<file path="config.mk">
export PLATFORM = sky130hd
export DESIGN_NAME = temperature_moving_average_alarm
export DESIGN_NICKNAME = d
export VERILOG_FILES = /design/src/hw/rtl/tmaa_pkg.sv /design/src/hw/rtl/tmaa_ram.sv /design/src/hw/rtl/temperature_moving_average_alarm.sv
export SDC_FILE = /design/constraint.sdc
export NUM_CORES = 2
export LEC_CHECK = 0
export BUFFER_PORTS_ARGS = -buffer_cell sky130_fd_sc_hd__buf_2
export CAP_MARGIN = 20
export CORE_MARGIN = 4
export CORE_UTILIZATION = 40
export DETAILED_ROUTE_END_ITERATION = 16
export GPL_ROUTABILITY_DRIVEN = 0
export PLACE_DENSITY_LB_ADDON = 0.05
export SYNTH_ARGS = -nofsm -noshare
export SYNTH_HDL_FRONTEND = slang
export SYNTH_HIERARCHICAL = 1
export SYNTH_SLANG_ARGS = --single-unit
</file>
<file path="constraint.sdc">
create_clock -name i_clk -period 13.8 [get_ports i_clk]
set_input_delay 0.69 -clock i_clk [delete_from_list [all_inputs] [get_ports i_clk]]
set_output_delay 0.69 -clock i_clk [all_outputs]
set_load 0.02 [all_outputs]
</file>
<file path="src/hw/rtl/tmaa_pkg.sv">
// Shared constants for the temperature moving-average alarm block.
// Fixed-point scale factors and constant-divide reciprocals used by the datapath.
// No dependencies.
package tmaa_pkg;

    // Raw sample width and the stored, offset Celsius width (raw * 90 fits in 19 bits).
    localparam int unsigned RAW_W  = 12;
    localparam int unsigned OFF_W  = 19;
    localparam int unsigned THR_W  = 12;
    localparam int unsigned CEL_W  = 20;
    localparam int unsigned FAH_W  = 21;

    // Celsius Q8 is raw * 90 - 279 * 256; entries are kept as raw * 90 so they stay unsigned.
    localparam logic [6:0]        RAW_GAIN = 7'd90;
    localparam logic [OFF_W-1:0]  CEL_OFF  = 19'd71424;

    // Fahrenheit: floor((9q + 4) / 5) computed as (q * 9M + 4M) >> 25 with M = ceil(2^25 / 5).
    localparam int unsigned       FMUL_W   = 26;
    localparam int unsigned       FPROD_W  = OFF_W + FMUL_W;
    localparam int unsigned       F_SHIFT  = 25;
    localparam logic [FMUL_W-1:0] F_MUL    = 26'd60397983;
    localparam logic [FMUL_W-1:0] F_ADD    = 26'd26843548;
    // 128564 removes the divide offset, 8192 adds the 32 degree shift.
    localparam logic [FAH_W-1:0]  F_OFF    = 21'd120372;

    localparam logic [THR_W-1:0]  THR_RESET = 12'd40;

endpackage

</file>
<file path="src/hw/rtl/tmaa_ram.sv">
// Generic single-clock RAM with one write port and one registered read port.
// Used for the sample window store; no dependencies.
module tmaa_ram #(
    parameter int unsigned WIDTH = 19,
    parameter int unsigned DEPTH = 50
) (
    input  logic                     i_clk,
    input  logic                     i_we,
    input  logic [$clog2(DEPTH)-1:0] i_waddr,
    input  logic [WIDTH-1:0]         i_wdata,
    input  logic                     i_re,
    input  logic [$clog2(DEPTH)-1:0] i_raddr,
    output logic [WIDTH-1:0]         o_rdata
);

    logic [WIDTH-1:0] r_mem [DEPTH];
    logic [WIDTH-1:0] r_rdata;

    always_ff @(posedge i_clk) begin
        if (i_we) begin
            r_mem[i_waddr] <= i_wdata;
        end
        if (i_re) begin
            r_rdata <= r_mem[i_raddr];
        end
    end

    assign o_rdata = r_rdata;

endmodule

</file>
<file path="src/hw/rtl/temperature_moving_average_alarm.sv">
// Temperature moving-average filter with over-temperature alarm, top level.
// Depends on tmaa_pkg for constants and on tmaa_ram for the window store.
//
// Usage:
// A request on the slave stream carries one raw 12-bit sensor sample in tdata and the
// display unit select in tuser (0 Celsius, 1 Fahrenheit). Every request yields exactly
// one result on the master stream: the window mean in Celsius Q8, the same mean in
// Fahrenheit Q8, the value picked by the unit select, and the alarm flag.
// The alarm threshold (signed whole degrees Celsius) is written on the cfg channel,
// which is always ready; write it only while no request is in flight.
//
// Timing: the datapath is a five-stage pipeline (window read, running-sum update,
// mean multiply, Fahrenheit multiply, output register). One request is taken every
// cycle while the master side does not stall. The rate is set by the window RAM,
// which gets one read and one write per request.
// When the master side stalls, the whole pipeline holds and s_axis_tready drops in the
// same cycle; the output register keeps its result until it is taken.
// Reset clears the pipeline, sets the running sum to a window of zero degrees and marks
// every window entry as unwritten, so the window starts at zero with no clearing pass.
module temperature_moving_average_alarm #(
    parameter int unsigned WINDOW_LENGTH = 50
) (
    input  logic        i_clk,
    input  logic        i_rst_n,
    // Sample stream.
    input  logic        s_axis_tvalid,
    output logic        s_axis_tready,
    input  logic [15:0] s_axis_tdata,   // [11:0] adc_sample, [15:12] zero
    input  logic        s_axis_tuser,   // [0] mode
    // Result stream.
    output logic        m_axis_tvalid,
    input  logic        m_axis_tready,
    // [19:0] mean_celsius, [40:20] mean_fahrenheit, [61:41] shown_value,
    // [62] over_limit, [63] zero
    output logic [63:0] m_axis_tdata,
    // Threshold register write channel.
    input  logic        i_cfg_valid,
    output logic        o_cfg_ready,
    input  logic [11:0] i_cfg_data
);

    localparam int unsigned IDX_W   = (WINDOW_LENGTH > 1) ? $clog2(WINDOW_LENGTH) : 1;
    localparam int unsigned OFF_W   = tmaa_pkg::OFF_W;
    localparam int unsigned SUM_W   = OFF_W + IDX_W;
    localparam int unsigned SHIFT   = SUM_W + IDX_W;
    localparam int unsigned PROD_W  = 2 * SUM_W + 1;
    localparam logic [IDX_W-1:0] LAST_IDX = IDX_W'(WINDOW_LENGTH - 1);
    localparam logic [SUM_W-1:0] SUM_RESET =
        SUM_W'(64'(WINDOW_LENGTH) * 64'(tmaa_pkg::CEL_OFF));
    localparam logic [SUM_W-1:0] SUM_MAX = SUM_W'(64'(WINDOW_LENGTH) * 64'd368550);
    // Reciprocal of the window length; exact floor for every sum below 2^SUM_W.
    localparam logic [SUM_W:0] RECIP = (SUM_W + 1)'(
        ((64'd1 << SHIFT) + 64'(WINDOW_LENGTH) - 64'd1) / 64'(WINDOW_LENGTH));

    // Pipeline control.
    logic adv;
    logic accept;

    // Accept stage state.
    logic [IDX_W-1:0]         r_idx;
    logic [IDX_W-1:0]         n_idx;
    logic [WINDOW_LENGTH-1:0] r_written;

    // Stage 1: window entry read back.
    logic                     r_s1_valid;
    logic                     r_s1_mode;
    logic [OFF_W-1:0]         r_s1_off;
    logic [IDX_W-1:0]         r_s1_idx;
    logic [OFF_W-1:0]         ram_rdata;
    logic [OFF_W-1:0]         old_off;
    logic                     ram_we;

    // Running sum of raw*90 over the window; a zero-degree entry counts as CEL_OFF.
    logic [SUM_W-1:0]         r_osum;
    logic [SUM_W-1:0]         n_osum;

    // Stage 2: sum ready for the divide.
    logic                     r_s2_valid;
    logic                     r_s2_mode;

    // Stage 3: mean product.
    logic                     r_s3_valid;
    logic                     r_s3_mode;
    logic [PROD_W-1:0]        r_s3_prod;
    logic [OFF_W-1:0]         s3_q;

    // Stage 4: offset mean and Fahrenheit product.
    logic                         r_s4_valid;
    logic                         r_s4_mode;
    logic [OFF_W-1:0]             r_s4_q;
    logic [tmaa_pkg::FPROD_W-1:0] r_s4_fprod;
    logic [tmaa_pkg::CEL_W-1:0]   s4_cel;
    logic [tmaa_pkg::FAH_W-1:0]   s4_fah;
    logic [tmaa_pkg::FAH_W-1:0]   s4_limit;
    logic                         s4_over;

    // Output register.
    logic                       r_out_valid;
    logic [tmaa_pkg::CEL_W-1:0] r_out_cel;
    logic [tmaa_pkg::FAH_W-1:0] r_out_fah;
    logic [tmaa_pkg::FAH_W-1:0] r_out_shown;
    logic                       r_out_over;

    logic [tmaa_pkg::THR_W-1:0] r_thr;

    assign adv           = !r_out_valid || m_axis_tready;
    assign s_axis_tready = adv;
    assign accept        = s_axis_tvalid && adv;
    assign o_cfg_ready   = 1'b1;

    assign n_idx = (r_idx == LAST_IDX) ? '0 : r_idx + 1'b1;

    tmaa_ram #(
        .WIDTH (OFF_W),
        .DEPTH (WINDOW_LENGTH)
    ) u_window (
        .i_clk   (i_clk),
        .i_we    (ram_we),
        .i_waddr (r_s1_idx),
        .i_wdata (r_s1_off),
        .i_re    (accept),
        .i_raddr (r_idx),
        .o_rdata (ram_rdata)
    );

    // An entry never written since reset still holds zero degrees.
    assign old_off = r_written[r_s1_idx] ? ram_rdata : tmaa_pkg::CEL_OFF;
    assign ram_we  = adv && r_s1_valid;
    assign n_osum  = r_osum + SUM_W'(r_s1_off) - SUM_W'(old_off);

    assign s3_q = r_s3_prod[SHIFT +: OFF_W];

    assign s4_cel   = tmaa_pkg::CEL_W'(r_s4_q) - tmaa_pkg::CEL_W'(tmaa_pkg::CEL_OFF);
    assign s4_fah   = tmaa_pkg::FAH_W'(r_s4_fprod >> tmaa_pkg::F_SHIFT) - tmaa_pkg::F_OFF;
    assign s4_limit = (tmaa_pkg::FAH_W'($signed(r_thr)) << 8)
                      + tmaa_pkg::FAH_W'(tmaa_pkg::CEL_OFF);
    assign s4_over  = $signed(tmaa_pkg::FAH_W'(r_s4_q)) > $signed(s4_limit);

    // Control state.
    always_ff @(posedge i_clk) begin
        if (!i_rst_n) begin
            r_idx       <= '0;
            r_written   <= '0;
            r_osum      <= SUM_RESET;
            r_s1_valid  <= 1'b0;
            r_s2_valid  <= 1'b0;
            r_s3_valid  <= 1'b0;
            r_s4_valid  <= 1'b0;
            r_out_valid <= 1'b0;
            r_thr       <= tmaa_pkg::THR_RESET;
        end else begin
            if (i_cfg_valid) begin
                r_thr <= i_cfg_data;
            end
            if (accept) begin
                r_idx <= n_idx;
            end
            if (ram_we) begin
                r_written[r_s1_idx] <= 1'b1;
                r_osum              <= n_osum;
            end
            if (adv) begin
                r_s1_valid  <= accept;
                r_s2_valid  <= r_s1_valid;
                r_s3_valid  <= r_s2_valid;
                r_s4_valid  <= r_s3_valid;
                r_out_valid <= r_s4_valid;
            end
        end
    end

    // Payload registers.
    always_ff @(posedge i_clk) begin
        if (accept) begin
            r_s1_mode <= s_axis_tuser;
            r_s1_off  <= OFF_W'(s_axis_tdata[tmaa_pkg::RAW_W-1:0]) * OFF_W'(tmaa_pkg::RAW_GAIN);
            r_s1_idx  <= r_idx;
        end
        if (adv) begin
            r_s2_mode  <= r_s1_mode;
            r_s3_mode  <= r_s2_mode;
            r_s3_prod  <= PROD_W'(r_osum) * PROD_W'(RECIP);
            r_s4_mode  <= r_s3_mode;
            r_s4_q     <= s3_q;
            r_s4_fprod <= tmaa_pkg::FPROD_W'(s3_q) * tmaa_pkg::FPROD_W'(tmaa_pkg::F_MUL)
                          + tmaa_pkg::FPROD_W'(tmaa_pkg::F_ADD);
            r_out_cel   <= s4_cel;
            r_out_fah   <= s4_fah;
            r_out_shown <= r_s4_mode ? s4_fah : tmaa_pkg::FAH_W'($signed(s4_cel));
            r_out_over  <= s4_over;
        end
    end

    assign m_axis_tvalid = r_out_valid;
    assign m_axis_tdata  = {1'b0, r_out_over, r_out_shown, r_out_fah, r_out_cel};

    // The next-slot pointer always addresses a slot inside the window.
    assert property (@(posedge i_clk) disable iff (!i_rst_n)
        r_idx <= LAST_IDX)
        else $error("window pointer out of range");

    // A read and a write of the same entry never meet in one cycle.
    assert property (@(posedge i_clk) disable iff (!i_rst_n)
        !(ram_we && accept && (r_s1_idx == r_idx)))
        else $error("window read and write collide");

    // The offset running sum stays within a full window of hottest samples.
    assert property (@(posedge i_clk) disable iff (!i_rst_n)
        r_osum <= SUM_MAX)
        else $error("running sum out of range");

    // A stalled receiver freezes the whole pipeline, including the running sum.
    assert property (@(posedge i_clk) disable iff (!i_rst_n)
        (r_out_valid && !m_axis_tready) |=> $stable(r_osum) && $stable(r_idx))
        else $error("pipeline moved while stalled");

endmodule

</file>
==> summary.txt <==
Synth
  – Synthesized instance count: 4853
  – Top-count cell post-synth: edfxtp_1
  – #FFs+latches synth: 1216
  – Synth Warn #: 6
  – Top cell type by total area after synthesis: edfxtp_1
  – Cell Area, Synth: 67850 um^2
  – Seq/Total Area, Yosys: 0.5237
  – Most instantiated cells after synthesis: edfxtp_1 (1118), inv_1 (745), ha_1 (527), fa_1 (433), mux2i_1 (381)
  – Post-synth EDFFs: 1118
  – Avg Synthesized Cell Area: 13.98 um^2
  – Largest cells by area after synthesis: edfxtp_1 (49%), fa_1 (13%), ha_1 (9.7%)
  – Cell variety after synth: 76
  – Area share of the largest cell type after synthesis: 0.4948
  – Predominant post-synthesis flop cell: edfxtp_1
  – Async SR Flop Fraction: 0

STA
  – FMAX: 0.1278 GHz
  – Final min period: approximately 7.8 ns
  – Unrepaired setup endpoints after global routing: no
  – Worst-Margin Slew: 1.101 ns
  – Layout Skew: 0.04826 ns
  – Fin Hold WS: 0.1136 ns
  – Fin. max-slew vios: 0
  – Hold Vio Cnt, Final: 0
  – Post-route clock period utilization: 0.5669
  – Rel. slew slack: 0.2658
  – Final setup fails: 0
  – Setup TNS: 0 ns

Critical path
  – Reg2reg setup slack: 5.98 ns
  – WP data required: 14.30 ns
  – Crit path arrival time: 8.33 ns
  – Startpoint types: flop
  – Worst Path Max Fanout: 9
  – Worst r2r path cells: 25
  – Crit end category: flop
  – Reg-to-reg endpoint: r_s4_fprod[44]
  – Reg-to-Reg Start: r_s3_prod[42]
  – WS Path Type: flop to flop

Flow run
  – Max-cap violations: 0

Die
  – Die H: 419.8 um
  – Core footprint: about 170000 um^2
  – I/O pin cnt: 101
  – Die width: 419.8 um
  – Row cnt: 150
  – Starting Density: 0.4039
  – Total Die Area: 176300 um^2

Route
  – Via density: 5.129
  – Drt initial violations: 2195
  – DRC viols: 0
  – Post-route ant nets: 0
  – Routed len/inst: 24.17 um
  – Final WL: between 150000 and 200000 um
  – Drt first pass iters: 5
  – Routed vias: about 38k

Clock tree
  – CTS tree: done
  – Post-CTS sizing: 0
  – H-tree levels: 4
  – CTS Buf Count: 139
  – Hold_buf cts: 0
  – Postcts setup bufs: 0
  – Root buffer cell: clkbuf_16
  – CTS sink count: 1216
  – Clock Tree Buf Depth: 3
  – Clock Latency Late Sink: 0.79 ns
  – CTS clk-pin slew, worst paths: roughly 0.060 ns

Worst hold path
  – Critical hold path startpoint: s_axis_tuser
  – Class of the worst hold path: input pin to flop
  – Hold Path Sink: r_s1_mode
  – Worst hold stages: 1

Global routing
  – Largest net degree at the start of global routing: 118
  – First-pass GRT wire length: 265000 um
  – Vias in the first global route: 39.61k
  – Tot GR Track Use: 0.2056
  – Initial antenna violation count: 3
  – Grt ovf: 0

Layout
  – Share of layout cells above drive strength 1: 0.1120
  – Design Area, Final: 75940 um^2
  – Final Instance Count excl. Fillers: 7419
  – Area growth syn-to-layout: 11.93%
  – Final nets: between 6k and 7k

Place
  – Inst Count DP: between 7k and 8k
  – IO Port Bufs: 94
  – Final HPWL DP: 124600 um
  – Placed instance area: 71440 um^2

Run status
  – Status: completed
flip-flops by register name, indices dropped and copies added, names as in the netlist, 6 cells and up:
register,flops
u_window/r_mem,950
r_s1_idx,6
r_s1_off,18
r_out_cel,20
r_s4_q,19
r_idx,6
r_osum,25
r_written,50
u_window/o_rdata,19
r_thr,12
r_out_fah,21
r_s3_prod,19
r_s4_fprod,20
r_out_shown,21
worst max-delay path, cell delays in order (launching register included):
cell      delay (ns)
edfxtp_1        0.82
inv_1           0.19
ha_1            0.45
fa_1            0.70
inv_1           0.09
fa_1            0.40
fa_1            0.58
inv_1           0.06
fa_1            0.47
inv_1           0.05
fa_1            0.48
inv_1           0.05
fa_1            0.48
inv_1           0.04
ha_1            0.29
nand4_1         0.08
nor2_1          0.25
nand4_1         0.20
a31o_2          0.30
nand3_1         0.15
o21ai_1         0.22
a21oi_1         0.38
a211oi_2        0.18
o31ai_1         0.38
a21oi_1         0.14
xnor2_1         0.13
cell families after synthesis:
logic type,after synthesis,share of synthesized area
AND/OR/NAND/NOR,643,0.04371
buffers and inverters,892,0.05472
AO/OA/AOI/OAI,565,0.05818
other,2,0.0001107
XOR/XNOR,107,0.01381
flip-flops,1216,0.5237
multiplexers,468,0.08077
adder cells (fa/ha/maj),960,0.2250
layer usage:
layer	vias up	share of wire	track usage
li1	17690	-	-
met1	19530	0.45	0.2832
met2	638	0.49	0.3472
met3	195	0.037	0.02837
met4	0	0.019	0.04474
met5	-	0	0
worst max-delay path by stage:
| stage | from | to | slack, ns | cells past startpoint |
|---|---|---|---|---|
| 2_1_floorplan | m_axis_tready | u_window/r_mem[32][0] | 6.66 | 9 |
| 3_3_place_gp | r_s3_prod[42] | r_s4_fprod[44] | 5.93 | 25 |
| 3_5_place_dp | r_s3_prod[42] | r_s4_fprod[44] | 5.94 | 25 |
| 4_1_cts | r_s3_prod[42] | r_s4_fprod[44] | 5.90 | 25 |
| 5_1_grt | r_s3_prod[42] | r_s4_fprod[44] | 5.62 | 25 |
| 6_report | r_s3_prod[42] | r_s4_fprod[44] | 5.98 | 25 |
metrics by stage:
step                setup slack (ns)  utilization
global placement               5.935       0.4253
finish                         5.976       0.4521
CTS                            5.902       0.4520
detailed placement             5.940       0.4253
global route                   5.616       0.4520
floorplan                      6.662            -
cell usage in the layout, fill, tap and decap left out, types with 11 or more instances in the layout:
cell type	n
o21ai_0	50
a21o_1	31
nor2_1	221
ha_1	527
a211oi_1	23
nand3_1	40
a21oi_1	141
o2bb2ai_1	13
fa_1	433
a22o_1	48
a31oi_1	44
dfxtp_1	95
nor3_1	37
mux2i_1	381
o22ai_1	12
xor2_1	39
o21a_1	17
nand2b_1	18
a22oi_1	94
a221oi_1	11
conb_1	52
nand2_1	130
nand4_1	26
and3_1	19
nor2b_1	34
mux2_2	26
inv_1	744
nor2_2	42
clkbuf_1	33
clkinv_2	17
buf_4	109
clkinv_1	29
clkbuf_16	139
xnor2_1	68
edfxtp_1	1118
mux4_2	61
buf_2	94
area by class of cell:
type                    instances  area, um^2
clock buffers                 177        3671
clock inverters                72       823.3
flip-flops and latches       1216       35540
multi-input cells            2795       29000
diodes                          3       7.507
well taps                    2204        2758
fillers                     15190       92030
inverters                     747        2809
repair buffers                205        1329
Power is not shown: default switching activity piles up to over one toggle a cycle in this logic, so the estimate is an artifact.
